===== src/rtl/npdb_pkg.sv =====
`timescale 1ns / 1ps
// npdb_pkg: shared widths, command and status codes, register indexes,
// sequencer states and the token that walks the bin cell chain.
// No dependencies.
package npdb_pkg;

    localparam int CODE_W    = 20;
    localparam int LIMIT_W   = 24;
    localparam int COUNT_W   = 32;
    localparam int ACTION_W  = 2;
    localparam int STATUS_W  = 3;
    localparam int BIN_W     = 2;
    localparam int NUM_BINS  = 4;
    localparam int CFG_IDX_W = 2;
    localparam int CFG_DATA_W = 24;

    // request actions
    localparam logic [ACTION_W-1:0] ACT_OFFER = 2'd0;
    localparam logic [ACTION_W-1:0] ACT_QUERY = 2'd1;
    localparam logic [ACTION_W-1:0] ACT_CLEAR = 2'd2;

    // result status
    localparam logic [STATUS_W-1:0] STAT_STORED     = 3'd0;
    localparam logic [STATUS_W-1:0] STAT_SKIPPED    = 3'd1;
    localparam logic [STATUS_W-1:0] STAT_FULL       = 3'd2;
    localparam logic [STATUS_W-1:0] STAT_CLASSIFIED = 3'd3;
    localparam logic [STATUS_W-1:0] STAT_CLEARED    = 3'd4;

    // register indexes
    localparam logic [CFG_IDX_W-1:0] CFG_WANTED_CODE = 2'd0;
    localparam logic [CFG_IDX_W-1:0] CFG_NEAR_LIMIT  = 2'd1;
    localparam logic [CFG_IDX_W-1:0] CFG_MID_LIMIT   = 2'd2;
    localparam logic [CFG_IDX_W-1:0] CFG_FAR_LIMIT   = 2'd3;

    // register index and reset value of the limit held by each bounded bin cell
    localparam logic [CFG_IDX_W-1:0] CFG_LIMIT_IDX [NUM_BINS-1] =
        '{CFG_NEAR_LIMIT, CFG_MID_LIMIT, CFG_FAR_LIMIT};
    localparam logic [LIMIT_W-1:0] LIMIT_RESET [NUM_BINS] =
        '{24'd1000, 24'd2000, 24'd5000, 24'd0};

    typedef enum logic [1:0] {
        S_IDLE,
        S_SCAN,
        S_DRAIN,
        S_CHAIN
    } t_state;

    typedef struct packed {
        logic             valid;
        logic             claimed;
        logic             empty;
        logic [BIN_W-1:0] bin;
    } t_token;

endpackage


===== src/rtl/npdb_bin_cell.sv =====
`timescale 1ns / 1ps
// npdb_bin_cell: one distance bin. Holds its limit, the squared limit and a
// saturating count; claims a passing token when the distance fits. Uses npdb_pkg.
module npdb_bin_cell #(
    parameter int                          BIN_IDX   = 0,
    parameter logic [npdb_pkg::LIMIT_W-1:0] LIMIT_RST = '0,
    parameter int                          DIST_W    = 52
) (
    input  logic                            i_clk,
    input  logic                            i_rst_n,
    input  logic                            i_clear,
    input  logic                            i_cfg_we,
    input  logic [npdb_pkg::LIMIT_W-1:0]    i_cfg_limit,
    input  npdb_pkg::t_token                i_tok,
    input  logic [DIST_W-1:0]               i_dist,
    output npdb_pkg::t_token                o_tok,
    output logic [DIST_W-1:0]               o_dist,
    output logic [npdb_pkg::COUNT_W-1:0]    o_count
);

    localparam int  LSQ_W     = 2 * npdb_pkg::LIMIT_W;
    localparam int  CMP_W     = (DIST_W > LSQ_W) ? DIST_W : LSQ_W;
    localparam bit  CATCH_ALL = (BIN_IDX == npdb_pkg::NUM_BINS - 1);

    logic [npdb_pkg::LIMIT_W-1:0] r_limit;
    logic [LSQ_W-1:0]             r_limit_sq;
    logic [npdb_pkg::COUNT_W-1:0] r_count;
    logic [npdb_pkg::COUNT_W-1:0] n_count;
    npdb_pkg::t_token             r_tok;
    npdb_pkg::t_token             n_tok;
    logic [DIST_W-1:0]            r_dist;
    logic                         fits;
    logic                         hit;

    always_ff @(posedge i_clk) begin
        if (!i_rst_n) begin
            r_limit <= LIMIT_RST;
        end else if (i_cfg_we) begin
            r_limit <= i_cfg_limit;
        end
    end

    // squared limit is registered from the limit; queries take longer to reach the cell
    always_ff @(posedge i_clk) begin
        r_limit_sq <= r_limit * r_limit;
    end

    assign fits = CATCH_ALL || (!i_tok.empty && (CMP_W'(i_dist) <= CMP_W'(r_limit_sq)));
    assign hit  = i_tok.valid && !i_tok.claimed && fits;

    always_comb begin
        n_count = r_count;
        if (i_clear) begin
            n_count = '0;
        end else if (hit && (r_count != '1)) begin
            n_count = r_count + npdb_pkg::COUNT_W'(1);
        end
    end

    always_comb begin
        n_tok         = i_tok;
        n_tok.claimed = i_tok.claimed || hit;
        if (hit) begin
            n_tok.bin = npdb_pkg::BIN_W'(BIN_IDX);
        end
    end

    always_ff @(posedge i_clk) begin
        if (!i_rst_n) begin
            r_count <= '0;
            r_tok   <= '0;
        end else begin
            r_count <= n_count;
            r_tok   <= n_tok;
        end
    end

    always_ff @(posedge i_clk) begin
        r_dist <= i_dist;
    end

    assign o_tok   = r_tok;
    assign o_dist  = r_dist;
    assign o_count = r_count;

endmodule


===== config.mk =====
export PLATFORM = sky130hd
export DESIGN_NAME = npdb_bin_cell
export DESIGN_NICKNAME = d
export VERILOG_FILES = /design/src/rtl/npdb_pkg.sv /design/src/rtl/npdb_bin_cell.sv
export SDC_FILE = /design/constraint.sdc
export NUM_CORES = 1
export LEC_CHECK = 0
export BUFFER_PORTS_ARGS = -buffer_cell sky130_fd_sc_hd__clkbuf_2
export CAP_MARGIN = 20
export CORE_AREA = 4 4 199 298
export DETAILED_ROUTE_END_ITERATION = 7
export DIE_AREA = 0 0 203 302
export PLACE_DENSITY_LB_ADDON = 0.15
export SYNTH_ARGS = -nofsm -noshare
export SYNTH_HDL_FRONTEND = slang
export SYNTH_SLANG_ARGS = --single-unit

===== constraint.sdc =====
create_clock -name i_clk -period 7.5 [get_ports i_clk]
set_clock_uncertainty 0.1 [all_clocks]
set_input_delay 1.5 -clock i_clk [delete_from_list [all_inputs] [get_ports i_clk]]
set_output_delay 1.5 -clock i_clk [all_outputs]
set_load 0.01 [all_outputs]

==> out/results.ini <==
[outcome]
outcome=finished, final reports clean

[global_routing]
grt_pass1_vias=18231
antenna_found_initial=2
grt_use_total_pct=20.47
grt_pass1_wl_um=96480
overflow=0
grt_max_degree=32

[worst_setup_path]
rr_startpoint=r_limit[9]
crit_chain=buf_4 -> and2_1 -> ha_1 -> xor2_1 -> fa_1 -> inv_1 -> fa_1 -> fa_1 -> fa_1 -> fa_1 -> inv_1 -> fa_1 -> inv_1 -> ha_1 -> o21a_1 -> o21bai_1 -> a2111o_1 -> a31oi_1 -> a311oi_1 -> o21ai_1 -> a21oi_1 -> o21ai_0 -> xor2_1
path_delay_family=adder cells
crit_slowest_cell=fa_1
endpoint_kind=register
cp.buffers_inverters=4
cp_common_cell=fa_1
max_stage_delay_ns=0.60
path_class=register to register
cp-startpoint=r_limit[9]
start_kind=register
arrival_ns=7.44
worstPathRequired_ns=7.74
critical_path_peak_fanout=13

[timing]
slew_viol_final=0
setup_violations=0
fin_crit_ns=7.192
period_share_pct=95.89
fmaxAchievable_ghz=0.1390
slew-limit-headroom_pct=26.47
hold_viol=0
tns_ns=0
rsz0062_at_grt=false
fin_hold_ws_ns=0.3997
worst_pin_slew_ns=1.103

[logic_synthesis]
postSynthAreaPerCell_um2=9.303
ys_seq_elements=160
syn_area_um2=22480
yosys-mux-area-fraction_pct=1.442
synth_flop_cell=dfxtp_1
yosys.area_share.adder_pct=51.00
synth-edff-count=0
synth-simple-area-share_pct=12.28
synth_nets=3158
synth-seq-area-share_pct=14.25
synth.distinct_cells=68
synth_top_family_by_area=adder cells
ys_async_sr_fraction_pct=0
synth_cells=2416
ys_warn_count=0
synth_xor_area_share_pct=2.650
synth-compound-area-share_pct=5.762

[clocking]
cts_setup_buffers=0
cts_buffer_depth=2
cts_buffers=17
insertion_delay_ns=0.48
cts_root_buffer=clkbuf_16
htreeDepth=4
hold_buffers=0
cts_sinks=160
cts_tree=done
clkSlewWorstSetupHoldPaths_ns=0.09
cts_resized=2

[floorplanning]
rows=107
start_util_pct=39.69
core_um2=56630
die_y_um=302
dieArea_um2=61310
io_pins=174
die_w_um=203

[drt]
detail-route-antenna-nets=0
wl_per_cell_um=17.88
drt_iter0_markers=578
vias_per_cell=4.796
dr.pass1.iters=5
wirelength_um=60610
drc_errors=0
via_count=16258

[placed_design]
placed_area_um2=24700
dpl.hpwl_um=51580
place_congestion=0.9119
port_buffers=173

[final_layout]
final_common_cell=inv_1
finalNetCount=3355
drive_above_1_share_pct=11.96
stdcell_area_um2=25340
layout_common_cells=inv_1, fa_1, ha_1
nFillCells=5637
area_growth_pct=12.73

[power]
power-per-cell-area_nw_per_um2=143.6
peakVddDrop_mv=0.1486
power_leakage_nw=13.67

[run]
max_cap_violations=0

[min_path]
holdCritPathClass=register to register
min-delay-start=o_count[30]

[cell type report]
| type | instances | area (um2) | area share, % |
|---|---|---|---|
| clock buffer | 19 | 442.9 | 1.748 |
| antenna | 1 | 2.502 | 0.009876 |
| sequential | 160 | 3224 | 12.73 |
| inverter | 680 | 2552 | 10.07 |
| tap | 763 | 954.7 | 3.768 |
| timing repair buffer | 251 | 1551 | 6.123 |
| multi-input combinational | 1503 | 16440 | 64.90 |
| clock inverter | 13 | 166.4 | 0.6568 |
[state kept, by name (all words and copies together) (netlist names)]
signal,cells
o_count,32
o_dist,52
o_tok,5
r_limit_sq,47
r_limit,24
[cell families after synthesis]
logic type               count (synthesis)
XOR/XNOR                                68
multiplexers                            31
flip-flops                             160
AND/OR/NAND/NOR                        545
AO/OA/AOI/OAI                          202
buffers and inverters                  753
adder cells (fa/ha/maj)                657
[stage by stage]
step	total power (W)	worst slack, ns	std cells	utilization [%]
after global placement	0.002706	0.09574	3357	43.62
after detailed placement	0.002738	0.01038	3357	43.62
after floorplan	0.002136	0.6014	2416	-
after CTS	0.003712	0.08330	3389	44.70
final	0.003639	0.3083	3390	44.74
after global routing	0.003958	0.001772	3390	44.74
[routing by layer]
metal | up-vias | part of all wire, % | track usage (%)
li1 | 7622 | - | -
met2 | 300 | 58 | 41.28
met3 | 133 | 2.9 | 2.595
met5 | - | 0.025 | 0
met1 | 8201 | 33 | 19.78
met4 | 2 | 6.1 | 11.11
[synthesized netlist by cell type (all sizes together), types with 30 or more instances]
master	instances	area share, %
nand2	210	3.5
nor2	64	1.1
fa	432	38
clkbuf	67	1.1
and2	125	3.5
dfxtp	160	14
o21ai	37	0.82
ha	225	13
xnor2	43	1.7
inv	680	11
a21oi	71	1.6
nor2b	39	1.1
mux2i	30	1.4
[path summary, 6_finish.rpt]
kind | slack, ns | depth (start not counted) | endpoint
setup / recovery | 0.31 | 23 | r_limit_sq[46]
hold / removal | 0.40 | 2 | o_count[30]
setup reg to reg | 0.31 | 23 | r_limit_sq[46]
hold reg to reg | 0.40 | 2 | o_count[30]
[tightest hold or removal path, delay by kind of cell (launching register included)]
family,cells,cell delay (ns)
AOI/OAI and AO/OA,2,0.13
DFF,1,0.33
[report_power, final]
group | internal [W] | switching (W)
clock | 0.000513 | 0.000439
sequential | 0.000965 | 0.0000579
combinational | 0.000686 | 0.000977
Note: power is estimated with default switching activity, not from simulation.
