$ cat src/rtl/npdb_ram.sv
`timescale 1ns / 1ps
// npdb_ram: generic single-write, single-read RAM with registered read data.
// No dependencies.
module npdb_ram #(
    parameter int WIDTH = 8,
    parameter int DEPTH = 16
) (
    input  logic                                     i_clk,
    input  logic                                     i_we,
    input  logic [((DEPTH > 1) ? $clog2(DEPTH) : 1)-1:0] i_waddr,
    input  logic [WIDTH-1:0]                         i_wdata,
    input  logic [((DEPTH > 1) ? $clog2(DEPTH) : 1)-1:0] i_raddr,
    output logic [WIDTH-1:0]                         o_rdata
);

    logic [WIDTH-1:0] mem [DEPTH];
    logic [WIDTH-1:0] r_rdata;

    always_ff @(posedge i_clk) begin
        if (i_we) begin
            mem[i_waddr] <= i_wdata;
        end
        r_rdata <= mem[i_raddr];
    end

    assign o_rdata = r_rdata;

endmodule

$ cat config.mk
export PLATFORM = sky130hd
export DESIGN_NAME = npdb_ram
export DESIGN_NICKNAME = d
export VERILOG_FILES = /design/src/rtl/npdb_ram.sv
export SDC_FILE = /design/constraint.sdc
export NUM_CORES = 1
export LEC_CHECK = 0
export BUFFER_PORTS_ARGS = -buffer_cell sky130_fd_sc_hd__buf_2
export CAP_MARGIN = 20
export CORE_MARGIN = 2
export CORE_UTILIZATION = 54
export CTS_CLUSTER_DIAMETER = 40
export DETAILED_ROUTE_END_ITERATION = 10
export GPL_ROUTABILITY_DRIVEN = 0
export PLACE_DENSITY = 0.74
export SLEW_MARGIN = 20
export SYNTH_ARGS = -nofsm -noshare
export SYNTH_HDL_FRONTEND = slang
export SYNTH_SLANG_ARGS = --single-unit
$ cat constraint.sdc
create_clock -name i_clk -period 1.6 [get_ports i_clk]
set_input_delay 0.08 -clock i_clk [delete_from_list [all_inputs] [get_ports i_clk]]
set_output_delay 0.08 -clock i_clk [all_outputs]
set_load 0.02 [all_outputs]
==> impl_results.md, run 1 <==
- Final Core Density: 0.683
- Starting Density: 0.557
- Most frequent cells in the layout: edfxtp_1, buf_2, buf_4
- Status: finished, final reports clean
- RR Endpoint: o_rdata[1]
- Post-synthesis mux area share: 0.150
- First-pass GRT wire length: 15.0 mm
- Die area: 0.0103 mm²
- Port Buffers: 25
- Total power: 8650 µW
- Fin crit period: 1.38 ns
- Worst setup SP type: register
- R2R setup slack: 0.22 ns
- RSZ-0062 raised after global routing: no
- Max Clock Freq: 727 MHz
- Total power per unit cell area: 1370 mW/mm²
- Post-DP HPWL: 6.26 mm
- Synth Area in Compound Gates: 0.0233
- Hold Vio Cnt, Final: 0
- XOR/XNOR share of the synthesized area: 0
- Row count: 35
- Worst-path fanout max: 1
- Mapped Avg Cell Area: 22.5 µm²
- Post-Syn Instances: 229
- Deepest clock path buffer count: 2
- CP required: 2.00 ns
- DRC: 0
- Pleak: 0.00218 µW
- Worst-Margin Slew: 0.429 ns
- Antenna viol nets, final: 0
- Adder-Cell Fraction of Synth Area: 0
- Vias in the first global route: 2551
- Seq/Total Area, Yosys: 0.778
- Synth warn: 0
- Post-synth cell types: 19
- DP Area: 0.00558 mm²
- Total of max-cap violations: 0
- Setup TNS: 0 ns
- Vias per cell: 5.78
- Crit path to: o_rdata[1]
- Final period util: 0.860
- CTS root buf: clkbuf_8
- Core ar.: 0.00924 mm²
- CTS sink cnt: 136
- Starting DRT DRC Count: 262
- # nets final: 315
- Worst Path Arrival: 1.78 ns
- Largest net degree at the start of global routing: 22
- Commonest non-fill, non-tap cell in the layout: edfxtp_1
- Synthesized net count: 247
- VDD IR max: 0.749 mV
- Die Ht: 102 µm
- Via count: 2532
- Clock Latency Late Sink: 0.52 ns
- ANT cells: 0
- Cell area after layout: 0.00631 mm²
- Antenna violations before repair: 0
- Number of detailed-route iterations in the first pass: 5
- Overall routing resource usage: 0.215
- Post-synthesis simple-gate area fraction: 0.0318
- Clock H-tree levels: 4
- Worst Setup SP: mem[1][1]
- Die width: 102 µm
- Post-Syn Area: 0.00515 mm²
- Fin Clk Skew: 0.00657 ns
- IO Pins: 26
- Reg2Reg Depth: 3
- Critical path class: register to register
- Area Overhead vs Synth: 22.5%
- Max-slew violations: 0
- Crit end category: register
- Rel. slew slack: 0.714
- Clock tree from TritonCTS: done
- Synthesized flop and latch total: 136
- Detailed Route WL: 10.1 mm
- Global route overflow: 0
- Combinational family with the most area after synthesis: multiplexers
- Min-Delay Path Class: input port to register
- Final setup fails: 0
- Share of layout cells above drive strength 1: 0.320
- Post_cts resized: 0
- FF-to-FF Start: mem[1][1]
- Clk slew on worst S/H paths: 0.06 ns
- Cts bufs inserted: 17
- Wirelength per Cell: 23.0 µm
-- through the flow --
| step | setup slack (ns) | std cells | hold slack [ns] |
|---|---|---|---|
| after floorplan | 0.0271 | 229 | 0.179 |
| after global placement | 0.0201 | 399 | 0.460 |
| after detailed placement | 0.0243 | 399 | 0.472 |
| after CTS | 0.192 | 438 | 0.0757 |
| after global routing | 0.135 | 438 | 0.0978 |
| final | 0.224 | 438 | 0.0918 |
-- critical path, cell delays in order (launching register included) --
cell	delay (ns)
edfxtp_1	0.37
mux4_1	0.54
a22oi_1	0.26
nand2_1	0.09
-- registers in the layout, indices dropped and copies added, names as in the netlist --
name,cells
mem,128
o_rdata,8
-- layout make-up --
| type | instances | area (µm²) |
|---|---|---|
| flip-flops and latches | 136 | 4000 |
| well taps | 129 | 161 |
| clock inverters | 12 | 225 |
| clock buffers | 19 | 422 |
| fillers | 567 | 2930 |
| repair buffers | 59 | 438 |
| multi-input cells | 83 | 1060 |
-- metal layers --
layer	track usage	part of all wire	up-vias
li1	-	-	1107
met1	0.304	0.42	1296
met2	0.329	0.50	114
met3	0.0566	0.066	15
met4	0.0811	0.016	0
met5	0	0	-
-- Yosys cell counts (all sizes together) --
cell	count	area (µm²)
nand2b	2	12.5
nor2b	1	6.26
nand2	9	33.8
nand3	1	5.00
buf	7	56.3
clkdlybuf4s25	3	30.0
nor3	4	20.0
a22oi	16	120
and2	1	6.26
nand3b	2	15.0
and2b	1	7.51
mux4	32	773
or3b	1	8.76
nor2	13	48.8
dfxtp	8	160
edfxtp	128	3840
-- how the worst min path moves through the flow --
| stage | cells past startpoint | from | endpoint |
|---|---|---|---|
| after floorplan | 0 | i_wdata[0] | mem[0][0] |
| after global placement | 1 | i_wdata[5] | mem[5][5] |
| after detailed placement | 1 | i_wdata[5] | mem[5][5] |
| after CTS | 3 | i_waddr[1] | mem[4][1] |
| after global routing | 3 | i_waddr[1] | mem[4][1] |
| final | 3 | i_waddr[0] | mem[4][1] |
-- repair_timing --
| action | CTS | global route |
|---|---|---|
| endpoints found under the hold margin | 128 | 0 |
| setup buffers | 0 | 0 |
| hold buffers | 8 | 0 |
| setup endpoints to repair | 0 | 0 |
-- cell families after synthesis --
logic type / count (synthesis)
flip-flops: 136
multiplexers: 32
AND/OR/NAND/NOR: 35
AO/OA/AOI/OAI: 16
buffers and inverters: 10
-- where the power goes --
| group | internal (µW) | switching (µW) |
|---|---|---|
| Combinational | 184 | 240 |
| Sequential | 3980 | 26.6 |
| Clock | 2840 | 1380 |
| Total | 7000 | 1650 |
No activity file was read; power rests on OpenSTA's default activity.
==> run 2, diff against run 1 <==
Settings changed: CTS_CLUSTER_DIAMETER 40 to 100, HOLD_SLACK_MARGIN from default to 0.1.
==> run 2 against run 1 <==
Critical path depth increased by 2. Worst hold slack better by 0.044 ns. Clock skew is 0.00080 ns higher. Power is essentially flat. Final cell count increased by 1.6%.
==> impl_results.md, run 2 (synthesis gave the netlist of run 1 again) <==
- RSZ-0062 raised after global routing: no
- Max reg flops: 128 (unchanged)
- Reg2Reg Depth: 3 (unchanged)
- Vias in the first global route: 2609 (+2.3%)
- Final Core Density: 0.691 (+0.00867)
- Final period util: 0.962 (+0.102)
- DRC: 0 (unchanged)
- Largest net degree at the start of global routing: 22 (unchanged)
- Share of layout cells above drive strength 1: 0.320 (-0.000768)
- Worst Hold Depth: 5 (+2)
- Worst Path Arrival: 1.76 ns (-0.02 ns)
- Starting Density: 0.557 (unchanged)
- Row count: 35 (unchanged)
- Core ar.: 0.00924 mm² (unchanged)
- Slowest cell on crit path: dlygate4sd3_1
- Global route overflow: 0 (unchanged)
- Worst path cell trace: dlygate4sd3_1 -> buf_2 -> nand2b_1 -> nor2_1 -> dlygate4sd3_1
- Post-DP HPWL: 6.26 mm (unchanged)
- Wirelength per Cell: 22.9 µm (-0.34%)
- Port Buffers: 25 (unchanged)
- Clock tree from TritonCTS: done
- CTS root buf: clkbuf_8
- Die Ht: 102 µm (unchanged)
- Setup slack after layout: 0.0610 ns (-0.163 ns)
- Critical path class: input port to register
- IO Pins: 26 (unchanged)
- Die width: 102 µm (unchanged)
- Starting DRT DRC Count: 246 (-6.1%)
- FF-to-FF Start: mem[1][1]
- Worst setup SP type: input port
- Antenna violations before repair: 0 (unchanged)
- Number of detailed-route iterations in the first pass: 4 (-1)
- CTS sink cnt: 136 (unchanged)
- Worst-Margin Slew: 0.419 ns (-0.00921 ns)
- Clk slew on worst S/H paths: 0.06 ns (about the same)
- Hold wc startpoint: i_raddr[3]
- Pleak: 0.00222 µW (+1.8%)
- CP most frequent cell: dlygate4sd3_1
- Slowest cell delay on critical path: 0.62 ns (+0.08 ns)
- Total of max-cap violations: 0 (unchanged)
- Setup TNS: 0 ns (unchanged)
- Total power: 8650 µW (about the same)
- Worst slack, placed: 0.0243 ns (unchanged)
- VDD IR max: 0.736 mV (-1.8%)
- Die area: 0.0103 mm² (unchanged)
- Number of setup buffers added after CTS: 0 (unchanged)
- Rel. slew slack: 0.720 (+0.00614)
- Final setup fails: 0 (unchanged)
- Area of the multi-input gates: 0.00107 mm² (+0.95%)
- Max-slew violations: 0 (unchanged)
- Clock H-tree levels: 4 (unchanged)
- First-pass GRT wire length: 15.3 mm (+2.0%)
- Top reg by flops: mem
- Detailed Route WL: 10.2 mm (+1.3%)
- Most frequent cells in the layout: edfxtp_1, buf_2, buf_4
- Area Overhead vs Synth: 24.1%
- Commonest non-fill, non-tap cell in the layout: edfxtp_1
- Fill cells: 563 (-0.71%)
- Min-Delay Path Class: input port to register
- Fin Clk Skew: 0.00737 ns (+0.000804 ns)
- Via count: 2587 (+2.2%)
- Status: finished, final reports clean
- Deepest clock path buffer count: 2 (unchanged)
- CP required: 1.82 ns (-0.18 ns)
- Worst Setup SP: i_waddr[1]
- # nets final: 322 (+2.2%)
- Hold Vio Cnt, Final: 0 (unchanged)
- FF+latch area: 0.00400 mm² (unchanged)
- Worst-path fanout max: 7 (+6)
- ANT cells: 0 (unchanged)
- Antenna viol nets, final: 0 (unchanged)
- Total power per unit cell area: 1350 mW/mm² (-1.2%)
- Cell area after layout: 0.00639 mm² (+1.3%)
- Max Clock Freq: 650 MHz (-11%)
- DP Area: 0.00558 mm² (unchanged)
- Fin crit period: 1.54 ns (+0.163 ns)
- Cts bufs inserted: 17 (unchanged)
- Overall routing resource usage: 0.219 (+0.00362)
- Crit end category: register
- Clock Latency Late Sink: 0.51 ns (about the same)
- Vias per cell: 5.81 (+0.56%)
## run 2: worst max-delay path, delay by kind of cell
kind / cells / cell delay, ns
simple gates: 2 / 0.38
buf+inv: 3 / 1.30
## run 2: per-stage QoR
step	hold slack [ns]	cells
global placement	0.460	399
finish	0.136	445
floorplan	0.179	229
detailed placement	0.472	399
global route	0.154	445
CTS	0.108	445
## run 2: layer usage
layer | vias up | share of wire | track usage
met3 | 12 | 0.058 | 0.0566
met4 | 0 | 0.014 | 0.0811
met2 | 107 | 0.51 | 0.338
li1 | 1123 | - | -
met5 | - | 0 | 0
met1 | 1345 | 0.42 | 0.307
## run 2: worst paths after layout
check                     to  slack, ns
hold / removal    o_rdata[0]       0.14
setup / recovery   mem[5][1]       0.06
hold reg to reg   o_rdata[4]       0.68
setup reg to reg  o_rdata[1]       0.22
## run 2: final cells by class
class                   instances  share of cell area
clock inverters                12              0.0353
clock buffers                  19              0.0660
multi-input cells              83               0.167
repair buffers                 66              0.0795
well taps                     129              0.0253
flip-flops and latches        136               0.627
## run 2: what timing repair did
item	4_1_cts	5_1_grt
resized for setup	0	2
setup endpoints to repair	0	8
hold endpoints to repair	138	0
hold buffers	15	0
## run 2: power by group
| part | switching, µW | internal (µW) |
|---|---|---|
| combinational | 245 | 192 |
| clock | 1370 | 2840 |
| sequential | 26.7 | 3980 |
| total | 1640 | 7010 |
